===== config.mk =====
export PLATFORM = sky130hd
export DESIGN_NAME = bllf_ctrl
export DESIGN_NICKNAME = d
export VERILOG_FILES = /design/src/hw/rtl/bllf_pkg.sv /design/src/hw/rtl/bllf_ctrl.sv
export SDC_FILE = /design/constraint.sdc
export NUM_CORES = 1
export LEC_CHECK = 0
export ABC_AREA = 0
export BUFFER_PORTS_ARGS = -buffer_cell sky130_fd_sc_hd__buf_2
export CAP_MARGIN = 20
export CORE_MARGIN = 8
export CORE_UTILIZATION = 44
export DETAILED_ROUTE_END_ITERATION = 12
export PLACE_DENSITY = 0.75
export SYNTH_ARGS = -nofsm -noshare
export SYNTH_HDL_FRONTEND = slang
export SYNTH_SLANG_ARGS = --single-unit

===== constraint.sdc =====
create_clock -name aclk -period 1.32 [get_ports aclk]
set_input_delay 0.132 -clock aclk [delete_from_list [all_inputs] [get_ports aclk]]
set_output_delay 0.132 -clock aclk [all_outputs]
set_load 0.05 [all_outputs]

===== src/hw/rtl/bllf_pkg.sv =====
// Shared types, constants and command/status words for the bid ladder line fit.
// Used by every module under hw/rtl; depends on nothing.
package bllf_pkg;

    // Field widths
    localparam int QTY_W   = 20;
    localparam int PRICE_W = 20;
    localparam int CFG_W   = 20;
    localparam int A_W     = 47;
    localparam int B_W     = 48;

    // Ladder state widths
    localparam int CUM_W   = 25;
    localparam int SX_W    = 29;
    localparam int SY_W    = 29;
    localparam int SXX_W   = 49;
    localparam int SXY_W   = 49;
    localparam int PP_W    = 41;

    // Fit arithmetic widths
    localparam int MA_W    = 64;
    localparam int MB_W    = 32;
    localparam int PROD_W  = MA_W + MB_W;
    localparam int DIV_W   = 112;
    localparam int DSR_W   = 72;

    localparam int MAX_SEGMENTS_DEF = 256;

    localparam logic [CUM_W-1:0] CUM_MAX   = '1;
    localparam logic [A_W-1:0]   A_MIN     = A_W'(4295);
    localparam logic [A_W-1:0]   A_MAX     = '1;
    localparam logic [B_W-1:0]   B_POS_MAX = {1'b0, {(B_W-1){1'b1}}};
    localparam logic [B_W-1:0]   B_NEG_MIN = {1'b1, {(B_W-1){1'b0}}};

    // Register indexes
    localparam logic CFG_P_MIN = 1'b0;
    localparam logic CFG_P_MAX = 1'b1;

    typedef enum logic [3:0] {
        ST_IDLE,
        ST_POINT,
        ST_PROD,
        ST_ADD,
        ST_CHECK,
        ST_PAD,
        ST_MUL_GO,
        ST_MUL_WAIT,
        ST_FIX,
        ST_DIVA_GO,
        ST_DIVA_WAIT,
        ST_DIVB_GO,
        ST_DIVB_WAIT,
        ST_OUT
    } state_t;

    // Fit products, in issue order
    typedef enum logic [2:0] {
        OP_NSXY,
        OP_SXSY,
        OP_NSXX,
        OP_SXSX,
        OP_SYDEN,
        OP_NUMSX,
        OP_NDEN
    } mul_op_t;

    typedef struct packed {
        logic    load_item;
        logic    point;
        logic    prod;
        logic    add;
        logic    pad;
        logic    fix;
        logic    a_default;
        logic    mul_start;
        logic    mul_capture;
        mul_op_t mul_op;
        logic    div_start;
        logic    div_sel_b;
        logic    diva_capture;
        logic    divb_capture;
        logic    out_load;
    } bllf_cmd_t;

    typedef struct packed {
        logic room;
        logic last;
        logic count_one;
        logic num_pos;
        logic mul_done;
        logic div_done;
    } bllf_sts_t;

endpackage


===== src/hw/rtl/bllf_ctrl.sv =====
// Sequencer for the ladder fit: item intake, fit product order, output slot.
// Depends on bllf_pkg.
module bllf_ctrl (
    input  logic                 aclk,
    input  logic                 aresetn,
    input  logic                 s_valid,
    output logic                 s_ready,
    output logic                 m_valid,
    input  logic                 m_ready,
    input  bllf_pkg::bllf_sts_t  sts,
    output bllf_pkg::bllf_cmd_t  cmd
);
    import bllf_pkg::*;

    state_t  state_reg, state_next;
    mul_op_t op_reg, op_next;
    logic    m_valid_reg;
    logic    slot_free;

    assign slot_free = !m_valid_reg || m_ready;

    // Next state
    always_comb begin
        state_next = state_reg;
        unique case (state_reg)
            ST_IDLE:      if (s_valid) state_next = ST_POINT;
            ST_POINT: begin
                if (sts.room)      state_next = ST_PROD;
                else if (sts.last) state_next = ST_CHECK;
                else               state_next = ST_IDLE;
            end
            ST_PROD:      state_next = ST_ADD;
            ST_ADD:       state_next = sts.last ? ST_CHECK : ST_IDLE;
            ST_CHECK:     state_next = sts.count_one ? ST_PAD : ST_MUL_GO;
            ST_PAD:       state_next = ST_PROD;
            ST_MUL_GO:    state_next = ST_MUL_WAIT;
            ST_MUL_WAIT: begin
                if (sts.mul_done) begin
                    if (op_reg == OP_SXSX)     state_next = ST_FIX;
                    else if (op_reg == OP_NDEN) state_next = ST_DIVB_GO;
                    else                       state_next = ST_MUL_GO;
                end
            end
            ST_FIX:       state_next = sts.num_pos ? ST_DIVA_GO : ST_MUL_GO;
            ST_DIVA_GO:   state_next = ST_DIVA_WAIT;
            ST_DIVA_WAIT: if (sts.div_done) state_next = ST_MUL_GO;
            ST_DIVB_GO:   state_next = ST_DIVB_WAIT;
            ST_DIVB_WAIT: if (sts.div_done) state_next = ST_OUT;
            ST_OUT:       if (slot_free) state_next = ST_IDLE;
            default:      state_next = ST_IDLE;
        endcase
    end

    // Advance the product index
    always_comb begin
        op_next = op_reg;
        if (state_reg == ST_CHECK) begin
            op_next = OP_NSXY;
        end else if (state_reg == ST_MUL_WAIT && sts.mul_done) begin
            unique case (op_reg)
                OP_NSXY:  op_next = OP_SXSY;
                OP_SXSY:  op_next = OP_NSXX;
                OP_NSXX:  op_next = OP_SXSX;
                OP_SXSX:  op_next = OP_SYDEN;
                OP_SYDEN: op_next = OP_NUMSX;
                OP_NUMSX: op_next = OP_NDEN;
                OP_NDEN:  op_next = OP_NDEN;
                default:  op_next = OP_NSXY;
            endcase
        end
    end

    // Commands
    always_comb begin
        cmd        = '0;
        cmd.mul_op = op_reg;
        unique case (state_reg)
            ST_IDLE:      cmd.load_item    = s_valid;
            ST_POINT:     cmd.point        = 1'b1;
            ST_PROD:      cmd.prod         = 1'b1;
            ST_ADD:       cmd.add          = 1'b1;
            ST_PAD:       cmd.pad          = 1'b1;
            ST_MUL_GO:    cmd.mul_start    = 1'b1;
            ST_MUL_WAIT:  cmd.mul_capture  = sts.mul_done;
            ST_FIX: begin
                cmd.fix       = 1'b1;
                cmd.a_default = !sts.num_pos;
            end
            ST_DIVA_GO:   cmd.div_start    = 1'b1;
            ST_DIVA_WAIT: cmd.diva_capture = sts.div_done;
            ST_DIVB_GO: begin
                cmd.div_start = 1'b1;
                cmd.div_sel_b = 1'b1;
            end
            ST_DIVB_WAIT: cmd.divb_capture = sts.div_done;
            ST_OUT:       cmd.out_load     = slot_free;
            default:      cmd              = '0;
        endcase
    end

    always_ff @(posedge aclk) begin
        if (!aresetn) begin
            state_reg   <= ST_IDLE;
            op_reg      <= OP_NSXY;
            m_valid_reg <= 1'b0;
        end else begin
            state_reg <= state_next;
            op_reg    <= op_next;
            // Hold the result word until taken
            if (cmd.out_load)  m_valid_reg <= 1'b1;
            else if (m_ready)  m_valid_reg <= 1'b0;
        end
    end

    assign s_ready = (state_reg == ST_IDLE);
    assign m_valid = m_valid_reg;

`ifndef SYNTHESIS
    a_mul_not_instant: assert property (@(posedge aclk) disable iff (!aresetn)
        cmd.mul_start |=> !sts.mul_done)
        else $error("multiplier reported done right after start");
    a_out_sets_valid: assert property (@(posedge aclk) disable iff (!aresetn)
        cmd.out_load |=> m_valid)
        else $error("result load did not raise m_valid");
    a_idle_no_units: assert property (@(posedge aclk) disable iff (!aresetn)
        s_ready |-> !cmd.mul_start && !cmd.div_start && !cmd.out_load)
        else $error("arithmetic unit started while taking words");
`endif

endmodule


==> impl_metrics.env, run 1 <==
export IMPL_hpwl_um=2300
export IMPL_syn_avg_cell_area_um2=7.753
export IMPL_synth_warning_count=0
export IMPL_error_line="[ERROR DPL-0033] detailed placement checks failed during check placement."
export IMPL_seq_area_frac_synth=0.1931
export IMPL_dieWidth_um=59.42
export IMPL_rows=15
export IMPL_synthDistinctLibCells=49
export IMPL_h_tree_depth=1
export IMPL_start_util=0.4753
export IMPL_post_cts_setup_buffers=16
export IMPL_status="aborted with a tool error"
export IMPL_port_buffers=28
export IMPL_netlist_area_um2=829.5
export IMPL_cts_made_buffers=3
export IMPL_cts_buffer_depth=2
export IMPL_syn_nets=117
export IMPL_holdBufCountCts=0
export IMPL_cts_root_buf="clkbuf_4"
export IMPL_synth_cells=107
export IMPL_pin_count=29
export IMPL_synth_seq_cells=8
export IMPL_haltStage="4_1_cts"
export IMPL_cts_resized=75
export IMPL_place_congestion=0.8826
export IMPL_clock_sinks=8
export IMPL_die_y_um=59.42
cells in the mapped netlist (all sizes together):
library cell  number  share of area
a21o               2          0.018
and2b              1         0.0091
clkbuf             1         0.0045
or3b               1          0.011
nor3               2          0.018
nand3b             1         0.0091
nor4               3          0.030
dfxtp              8           0.19
o311a              1          0.012
or4                1          0.014
xnor2              1          0.020
or2                1         0.0075
inv                4          0.018
and3               1         0.0075
nand2              5          0.023
a21oi              8          0.066
nor2b              2          0.015
mux2i              2          0.024
nand4b             2          0.021
nand4              2          0.015
nor3b              1         0.0091
nand3              2          0.012
a211oi             3          0.033
a31o               1          0.011
buf                9          0.072
a221o              1          0.012
o211ai             1         0.0091
o21ai              6          0.036
nor4b              1          0.011
o22ai              3          0.039
nand2b             5          0.038
a2bb2oi            1          0.011
and4b              2          0.026
xor2               3          0.032
o22a               1          0.011
o21bai             1         0.0091
nor2              12          0.057
and2               5          0.038
cells by family after synthesis:
kind of cell              count (synthesis)  share of synthesized area
muxes                                     2                    0.02413
DFF                                       8                     0.1931
and+or+nand+nor                          50                     0.3696
xor gates and xnor gates                  4                    0.05129
buffers and inverters                    14                    0.09502
AOI/OAI and AO/OA                        29                     0.2670
per-stage QoR:
step	setup WS (ps)	setup TNS, ps	cell area, um^2	std cells	util
floorplan	-483.0	-2778	934.6	107	-
global placement	-197.7	-2491	1280	183	0.7333
detailed placement	-247.8	-3592	1280	183	0.7333
==> run 2: changes to the inputs <==
Settings changed: CORE_AREA set to 8 8 69 71, CORE_MARGIN 8 to not set, CORE_UTILIZATION 44 to not set, DIE_AREA set to 0 0 77 79, PLACE_DENSITY 0.75 to not set, PLACE_DENSITY_LB_ADDON set to 0.15.
Clock period 1.32 ns to 1.7 ns, I/O delays scaled along.
==> impl_metrics.env, run 2 <==
export IMPL_clk_transition_reported_paths_ps=40
export IMPL_largest_register_ffs=4
export IMPL_n_antenna_cell=0
export IMPL_cts_made_buffers=3
export IMPL_finalCritPeriodShare=0.9552
export IMPL_drv_cap=0
export IMPL_status="finished clean"
export IMPL_reg2reg_slack_ps=170
export IMPL_rows=23
export IMPL_yosys_area_top_type="dfxtp_1"
export IMPL_drtIter0Drc=15
export IMPL_core_um2=3799
export IMPL_async_reset_ff_frac=0
export IMPL_netlist_area_um2=829.5
export IMPL_ant_nets=0
export IMPL_arrival_ps=1450
export IMPL_layout_commonest_cell="buf_4"
export IMPL_grt_setup_unrepaired="false"
export IMPL_intPower_mw=0.5073
export IMPL_synth_flop_cell="dfxtp_1"
export IMPL_seq_power_share=0.267
export IMPL_seq_area_frac_synth=0.1931
export IMPL_syn_to_final_growth_pct=48.57
export IMPL_nets=158
export IMPL_synth_seq_cells=8
export IMPL_drive_gt1_frac=0.4726
export IMPL_syn_avg_cell_area_um2=7.753
export IMPL_fmax_mhz=615.8
export IMPL_max_slew_margin_rel=0.7995
export IMPL_overflow=0
export IMPL_first_pass_iters=4
export IMPL_synth_top_area_share=0.1931
export IMPL_ir_drop_v=0.0003751
export IMPL_p_leak_nw=0.5266
export IMPL_pin_count=29
export IMPL_layout_common_cells="buf_4 (23), buf_2 (21), nor2_1 (11), a21oi_1 (6)"
export IMPL_antenna_found_initial=0
export IMPL_switching_share=0.3945
export IMPL_wl_per_cell_um=13.43
export IMPL_synthDistinctLibCells=49
export IMPL_grt_util_all_layers=0.08455
export IMPL_yosysMostFrequentCell="nor2_1"
export IMPL_cts_buffer_depth=2
export IMPL_dieArea_um2=6083
export IMPL_synth_common_cells="nor2_1 (11), dfxtp_1 (8), a21oi_1 (6), buf_2 (6)"
export IMPL_skew_ps=1.023
export IMPL_layoutNonFillerInstCount=196
export IMPL_dieWidth_um=77
export IMPL_switchingPower_mw=0.3305
export IMPL_drv_slew=0
export IMPL_hpwl_um=2203
export IMPL_synth_cells=107
export IMPL_hold_viol=0
export IMPL_dp_cells=191
export IMPL_syn_nets=117
export IMPL_h_tree_depth=1
export IMPL_holdBufCountCts=0
export IMPL_post_drt_via_cell_ratio=4.536
export IMPL_finalSetupViolations=0
export IMPL_synth_edf_count=0
export IMPL_drc_errors=0
export IMPL_period_minus_slack_ps=1624
export IMPL_yosys_top_cells_area="dfxtp_1 (19%), nor2_1 (5.0%), and2_1 (3.8%)"
export IMPL_grt_max_degree=13
export IMPL_power_density_nw_per_um2=679.8
export IMPL_place_congestion=0.7674
export IMPL_die_y_um=79
export IMPL_worstPathMaxFanout=7
export IMPL_vias=889
export IMPL_cp_end_kind="output pin"
export IMPL_clkPwrFrac=0.273
export IMPL_finalWirelength_um=2633
export IMPL_clkLatencyLatePin_ps=230
export IMPL_grt_pass1_wl_um=4250
export IMPL_tns_ps=0
export IMPL_grt_pass1_vias=854
export IMPL_critical_path_class="reg -> out"
export IMPL_start_kind="register"
export IMPL_clock_sinks=8
export IMPL_cts_root_buf="clkbuf_8"
export IMPL_hold_class="in -> reg"
export IMPL_tightest_slew_ps=298.9
export IMPL_crit_required_ps=1530
export IMPL_port_buffers=28
export IMPL_synth_warning_count=0
export IMPL_start_util=0.2184
export IMPL_p_comb_frac=0.460
export IMPL_cts_tree="yes"
[run 2: cell counts after synthesis]
No cell type changed its count.
[run 2: cells by family after synthesis]
| kind of cell | synth area share |
|---|---|
| mux | 0.02413 |
| simple gates | 0.3696 |
| flops | 0.1931 |
| xor+xnor | 0.05129 |
| buf+inv | 0.09502 |
| compound gates | 0.2670 |
[run 2: repair_timing]
item / in CTS / in global routing
setup buffers: 0 / 2
resized for setup: 6 / 10
endpoints found under the setup margin: 12 / 8
pin swaps: 0 / 2
cloned: 0 / 0
[run 2: power by group through the flow]
stage          combinational (mW)  clock (mW)  sequential, mW
2_1_floorplan               0.295           0           0.208
6_report                    0.386       0.228           0.224
3_3_place_gp                0.384           0           0.226
4_1_cts                     0.388       0.237           0.223
5_1_grt                     0.414       0.244           0.228
3_5_place_dp                0.383           0           0.225
[run 2: path summary, 6_finish.rpt]
check | from | endpoint | cells past startpoint
min | aresetn | state_reg[2]$_SDFFE_PN0P_ | 2
min reg2reg | state_reg[1]$_SDFFE_PN0P_ | state_reg[1]$_SDFFE_PN0P_ | 2
max | state_reg[3]$_SDFFE_PN0P_ | cmd[6] | 5
max reg2reg | state_reg[2]$_SDFFE_PN0P_ | state_reg[2]$_SDFFE_PN0P_ | 6
[run 2: final cells by class]
| type | instances | area [um^2] |
|---|---|---|
| clock buffers | 3 | 41.29 |
| fillers | 432 | 2566 |
| inverters | 4 | 15.01 |
| multi-input cells | 85 | 643.1 |
| flip-flops and latches | 8 | 165.2 |
| well taps | 50 | 62.56 |
| repair buffers | 46 | 305.3 |
[run 2: per-layer routing]
metal | wire length, um | track usage | up-vias
met5 | 0 | 0 | -
met4 | 19 | 0.03396 | 0
met3 | 77 | 0.01919 | 2
met2 | 1376 | 0.1470 | 10
met1 | 1160 | 0.09862 | 415
li1 | - | - | 462
[run 2: worst max-delay path, cell delays in order, from the launching register on]
cell     delay, ps
dfxtp_2        340
or2_4          300
o21ai_1        150
nand2_1        100
and2_1         160
buf_4          180
[run 2: per-stage QoR]
stage          power [mW]  hold slack, ps  utilization  cell area (um^2)  setup WS [ps]
2_1_floorplan      0.5027           304.1            -             879.6         -165.7
3_3_place_gp       0.6101           481.3       0.3030              1151          104.5
3_5_place_dp       0.6080           490.6       0.3030              1151          117.2
4_1_cts            0.8483           254.3       0.3169              1204          6.110
5_1_grt            0.8856           284.0       0.3244              1232         0.3128
6_report           0.8378           258.8       0.3244              1232          76.18
No activity file was read; power rests on OpenSTA's default activity.
==> run 3: changes to the inputs <==
Clock period 1.7 ns to 1.8 ns, I/O delays scaled along.
==> impl_metrics.env, run 3 (synthesis results as in run 2) <==
export IMPL_finalWirelength_um=2544
export IMPL_finalCritPeriodShare=0.9237
export IMPL_dieWidth_um=77
export IMPL_grt_pass1_vias=892
export IMPL_fillers=452
export IMPL_path_cells="buf_4 -> nor4_4 -> nor2b_1 -> clkbuf_4"
export IMPL_dieArea_um2=6083
export IMPL_clk_transition_reported_paths_ps=40
export IMPL_n_antenna_cell=0
export IMPL_period_minus_slack_ps=1663
export IMPL_vias=900
export IMPL_nets=151
export IMPL_first_pass_iters=4
export IMPL_pin_count=29
export IMPL_cts_buffer_depth=2
export IMPL_drv_cap=0
export IMPL_cp_end_kind="output pin"
export IMPL_post_drt_via_cell_ratio=4.762
export IMPL_slowest_stage="dfxtp_2"
export IMPL_start_util=0.2184
export IMPL_grt_setup_unrepaired="false"
export IMPL_core_um2=3799
export IMPL_skew_ps=0.3798
export IMPL_finalSetupViolations=0
export IMPL_reg2reg_slack_ps=310
export IMPL_holdPathStages=2
export IMPL_grt_max_degree=14
export IMPL_critical_path_class="reg -> out"
export IMPL_power_density_nw_per_um2=674.3
export IMPL_final_area_um2=1147
export IMPL_r2r_cells=5
export IMPL_arrival_ps=1480
export IMPL_clock_sinks=8
export IMPL_layout_commonest_cell="buf_2"
export IMPL_die_y_um=79
export IMPL_route_met2_wl_um=1120
export IMPL_reg2reg_to="state_reg[2]$_SDFFE_PN0P_"
export IMPL_hold_start="aresetn"
export IMPL_seqCellArea_um2=167.7
export IMPL_hold_class="in -> reg"
export IMPL_holdBufCountCts=0
export IMPL_drc_errors=0
export IMPL_start_kind="register"
export IMPL_hold_ws_ps=269.8
export IMPL_cpPeakStageDelay_ps=360
export IMPL_clkLatencyLatePin_ps=220
export IMPL_port_buffers=28
export IMPL_antenna_found_initial=0
export IMPL_drv_slew=0
export IMPL_rows=23
export IMPL_wl_per_cell_um=13.46
export IMPL_post_dp_cell_area_um2=1094
export IMPL_overflow=0
export IMPL_hold_viol=0
export IMPL_status="finished clean"
export IMPL_crit_required_ps=1620
export IMPL_layout_common_cells="buf_2 (27), nor2_1 (11), buf_4 (11), a21oi_1 (6)"
export IMPL_ir_drop_v=0.0002646
export IMPL_tightest_slew_ps=266.8
export IMPL_min_to="state_reg[2]$_SDFFE_PN0P_"
export IMPL_drtIter0Drc=109
export IMPL_grt_util_all_layers=0.08634
export IMPL_hpwl_um=2038
export IMPL_grt_pass1_wl_um=4388
export IMPL_fmax_mhz=601.5
export IMPL_cts_made_buffers=3
export IMPL_p_leak_nw=0.4916
export IMPL_ant_nets=0
export IMPL_r2r_start="state_reg[2]$_SDFFE_PN0P_"
export IMPL_drive_gt1_frac=0.4388
export IMPL_post_cts_setup_buffers=0
export IMPL_max_slew_margin_rel=0.8196
export IMPL_top_layer_used="met4"
export IMPL_cts_tree="yes"
export IMPL_worstPathMaxFanout=8
export IMPL_cts_root_buf="clkbuf_8"
export IMPL_h_tree_depth=1
export IMPL_wl_met3_um=242
export IMPL_syn_to_final_growth_pct=38.31
export IMPL_place_congestion=0.7887
export IMPL_multi_input_area_um2=635.6
export IMPL_wl_met1_um=1158
export IMPL_largest_register_ffs=4
==> run 3: cell type report <==
cell class                      count  area share
Clock buffer                        3     0.03599
Inverter                            4     0.01309
Multi-Input combinational cell     85      0.5540
Sequential cell                     8      0.1461
Tap cell                           50     0.05453
Timing Repair Buffer               39      0.1963
==> run 3: worst max-delay path, delay by kind of cell (launching register included) <==
| family | cells | cell delay, ps |
|---|---|---|
| buf+inv | 2 | 410 |
| flops | 1 | 360 |
| simple gates | 2 | 490 |
==> run 3: worst max path at each step <==
| stage | start | endpoint | slack [ps] | cells after the start |
|---|---|---|---|---|
| 2_1_floorplan | state_reg[1]$_SDFFE_PN0P_ | cmd[10] | -450 | 4 |
| 3_3_place_gp | state_reg[3]$_SDFFE_PN0P_ | cmd[10] | 170 | 4 |
| 3_5_place_dp | state_reg[3]$_SDFFE_PN0P_ | cmd[10] | 120 | 4 |
| 4_1_cts | state_reg[2]$_SDFFE_PN0P_ | cmd[1] | 0.9 | 4 |
| 5_1_grt | state_reg[1]$_SDFFE_PN0P_ | cmd[10] | 40 | 4 |
| 6_report | state_reg[1]$_SDFFE_PN0P_ | cmd[10] | 140 | 4 |
==> run 3: per-stage QoR <==
step	power [mW]	util	cells	TNS, ps	setup slack [ps]
finish	0.7737	0.3020	189	0	137.4
global route	0.8208	0.3020	189	0	35.60
CTS	0.7753	0.2991	189	0	0.8620
detailed placement	0.5626	0.2879	186	0	120.4
global placement	0.5649	0.2879	186	0	173.0
floorplan	0.4747	-	107	-525.1	-448.9
==> run 3: metal layers <==
| metal | up-vias | GRT usage |
|---|---|---|
| met4 | 0 | 0.02264 |
| met3 | 2 | 0.03386 |
| met1 | 407 | 0.1081 |
| met5 | - | 0 |
| li1 | 454 | - |
| met2 | 37 | 0.1351 |
==> run 3: power by group <==
part | switching, mW | leakage [nW] | internal [mW]
sequential | 0.0240 | 0.0668 | 0.188
combinational | 0.215 | 0.403 | 0.136
clock | 0.0663 | 0.0216 | 0.145
==> run 3: what timing repair did <==
action                     4_1_cts  5_1_grt
gates resized for setup          1        6
pin swaps                        0        0
setup endpoints to repair        5        7
==> run 4: changes to the inputs <==
Settings changed: CTS_BUF_LIST set to sky130_fd_sc_hd__clkbuf_16.
==> impl_metrics.env, run 4 (synthesis results as in run 2) <==
export IMPL_status="finished clean"
export IMPL_reg2reg_slack_ps=310
export IMPL_grt_pass1_vias=889
export IMPL_period_minus_slack_ps=1668
export IMPL_overflow=0
export IMPL_worstPathMaxFanout=8
export IMPL_clkLatencyLatePin_ps=230
export IMPL_cp_end_kind="output pin"
export IMPL_finalSetupViolations=0
export IMPL_layout_commonest_cell="buf_2"
export IMPL_grt_pass1_wl_um=4381
export IMPL_n_antenna_cell=0
export IMPL_first_pass_iters=4
export IMPL_fillers=449
export IMPL_worst_slack_ps=132.5
export IMPL_place_congestion=0.7887
export IMPL_power_density_nw_per_um2=785.8
export IMPL_skew_ps=1.734
export IMPL_dieArea_um2=6083
export IMPL_dieWidth_um=77
export IMPL_cts_buffer_depth=2
export IMPL_p_leak_nw=0.5070
export IMPL_layout_common_cells="buf_2 (27), nor2_1 (11), buf_4 (11), a21oi_1 (6)"
export IMPL_drv_slew=0
export IMPL_holdBufCountCts=0
export IMPL_drive_gt1_frac=0.4388
export IMPL_reg2reg_to="state_reg[2]$_SDFFE_PN0P_"
export IMPL_post_cts_setup_buffers=0
export IMPL_syn_to_final_growth_pct=42.38
export IMPL_drv_cap=0
export IMPL_grt_setup_unrepaired="false"
export IMPL_die_y_um=79
export IMPL_r2r_start="state_reg[2]$_SDFFE_PN0P_"
export IMPL_ir_drop_v=0.0002802
export IMPL_finalCritPeriodShare=0.9264
export IMPL_nets=151
export IMPL_finalWirelength_um=2552
export IMPL_tightest_slew_ps=266.8
export IMPL_hpwl_um=2038
export IMPL_core_um2=3799
export IMPL_dp_slack_ps=120.4
export IMPL_crit_required_ps=1620
export IMPL_pin_count=29
export IMPL_setup_worst_path_end="cmd[10]"
export IMPL_cts_root_buf="clkbuf_16"
export IMPL_r2r_cells=5
export IMPL_max_slew_margin_rel=0.8196
export IMPL_h_tree_depth=1
export IMPL_port_buffers=28
export IMPL_drc_errors=0
export IMPL_tns_ps=0
export IMPL_cts_made_buffers=3
export IMPL_hold_viol=0
export IMPL_drtIter0Drc=113
export IMPL_fmax_mhz=599.7
export IMPL_post_drt_via_cell_ratio=4.746
export IMPL_critical_path_class="reg -> out"
export IMPL_dp_cells=186
export IMPL_cts_tree="yes"
export IMPL_vias=897
export IMPL_hold_class="in -> reg"
export IMPL_start_kind="register"
export IMPL_start_util=0.2184
export IMPL_clock_sinks=8
export IMPL_rows=23
export IMPL_clk_transition_reported_paths_ps=40
export IMPL_layoutNonFillerInstCount=189
export IMPL_grt_util_all_layers=0.08656
export IMPL_cp_startpoint="state_reg[1]$_SDFFE_PN0P_"
export IMPL_arrival_ps=1490
export IMPL_antenna_found_initial=0
export IMPL_grt_max_degree=14
export IMPL_largest_register_ffs=4
export IMPL_wl_per_cell_um=13.50
export IMPL_ant_nets=0
-- run 4: cell counts in the layout (fill, tap and decap cells not counted) --
Identical to the previous run, type by type.
-- run 4: metal layers --
metal,track usage,vias to the layer above,share of wire
met5,0,-,0
met4,0.02264,0,0.0090
met3,0.03386,2,0.096
met2,0.1351,37,0.45
met1,0.1087,405,0.45
li1,-,453,-
-- run 4: cell type report --
cell class | count | area (um^2) | area share
Timing Repair Buffer | 39 | 225.2 | 0.1907
Tap cell | 50 | 62.56 | 0.05297
Clock buffer | 3 | 75.07 | 0.06356
Sequential cell | 8 | 167.7 | 0.1419
Inverter | 4 | 15.01 | 0.01271
Multi-Input combinational cell | 85 | 635.6 | 0.5381
-- run 4: worst min-delay path by stage --
stage	startpoint	endpoint	slack, ps	depth (start not counted)
after floorplan	aresetn	state_reg[2]$_SDFFE_PN0P_	310	1
after global placement	aresetn	state_reg[2]$_SDFFE_PN0P_	490	2
after detailed placement	aresetn	state_reg[2]$_SDFFE_PN0P_	490	2
after CTS	aresetn	state_reg[2]$_SDFFE_PN0P_	260	2
after global routing	aresetn	state_reg[1]$_SDFFE_PN0P_	290	3
final	aresetn	state_reg[2]$_SDFFE_PN0P_	260	2
-- run 4: worst max-delay path, stage by stage (launching register included) --
cell      delay (ps)
dfxtp_2          360
buf_4            180
nor4_4           330
nor2b_1          160
clkbuf_4         230
-- run 4: repair_timing --
| action | in CTS | in global routing |
|---|---|---|
| hold endpoints to repair | 0 | 0 |
| resized for setup | 2 | 5 |
| endpoints found under the setup margin | 6 | 4 |
-- run 4: power by group --
group | switching [mW] | leakage [nW] | internal, mW
clock network | 0.0794 | 0.0370 | 0.286
logic | 0.215 | 0.403 | 0.135
registers | 0.0240 | 0.0668 | 0.188
-- run 4: per-stage QoR --
stage                       util  instance area [um^2]  hold WS [ps]  power, mW
after floorplan                -                 872.1         314.1     0.4747
after global placement    0.2879                  1094         493.2     0.5649
after detailed placement  0.2879                  1094         493.2     0.5626
after CTS                 0.3083                  1171         258.9     0.9347
after global routing      0.3109                  1181         292.8     0.9803
final                     0.3109                  1181         264.3     0.9281
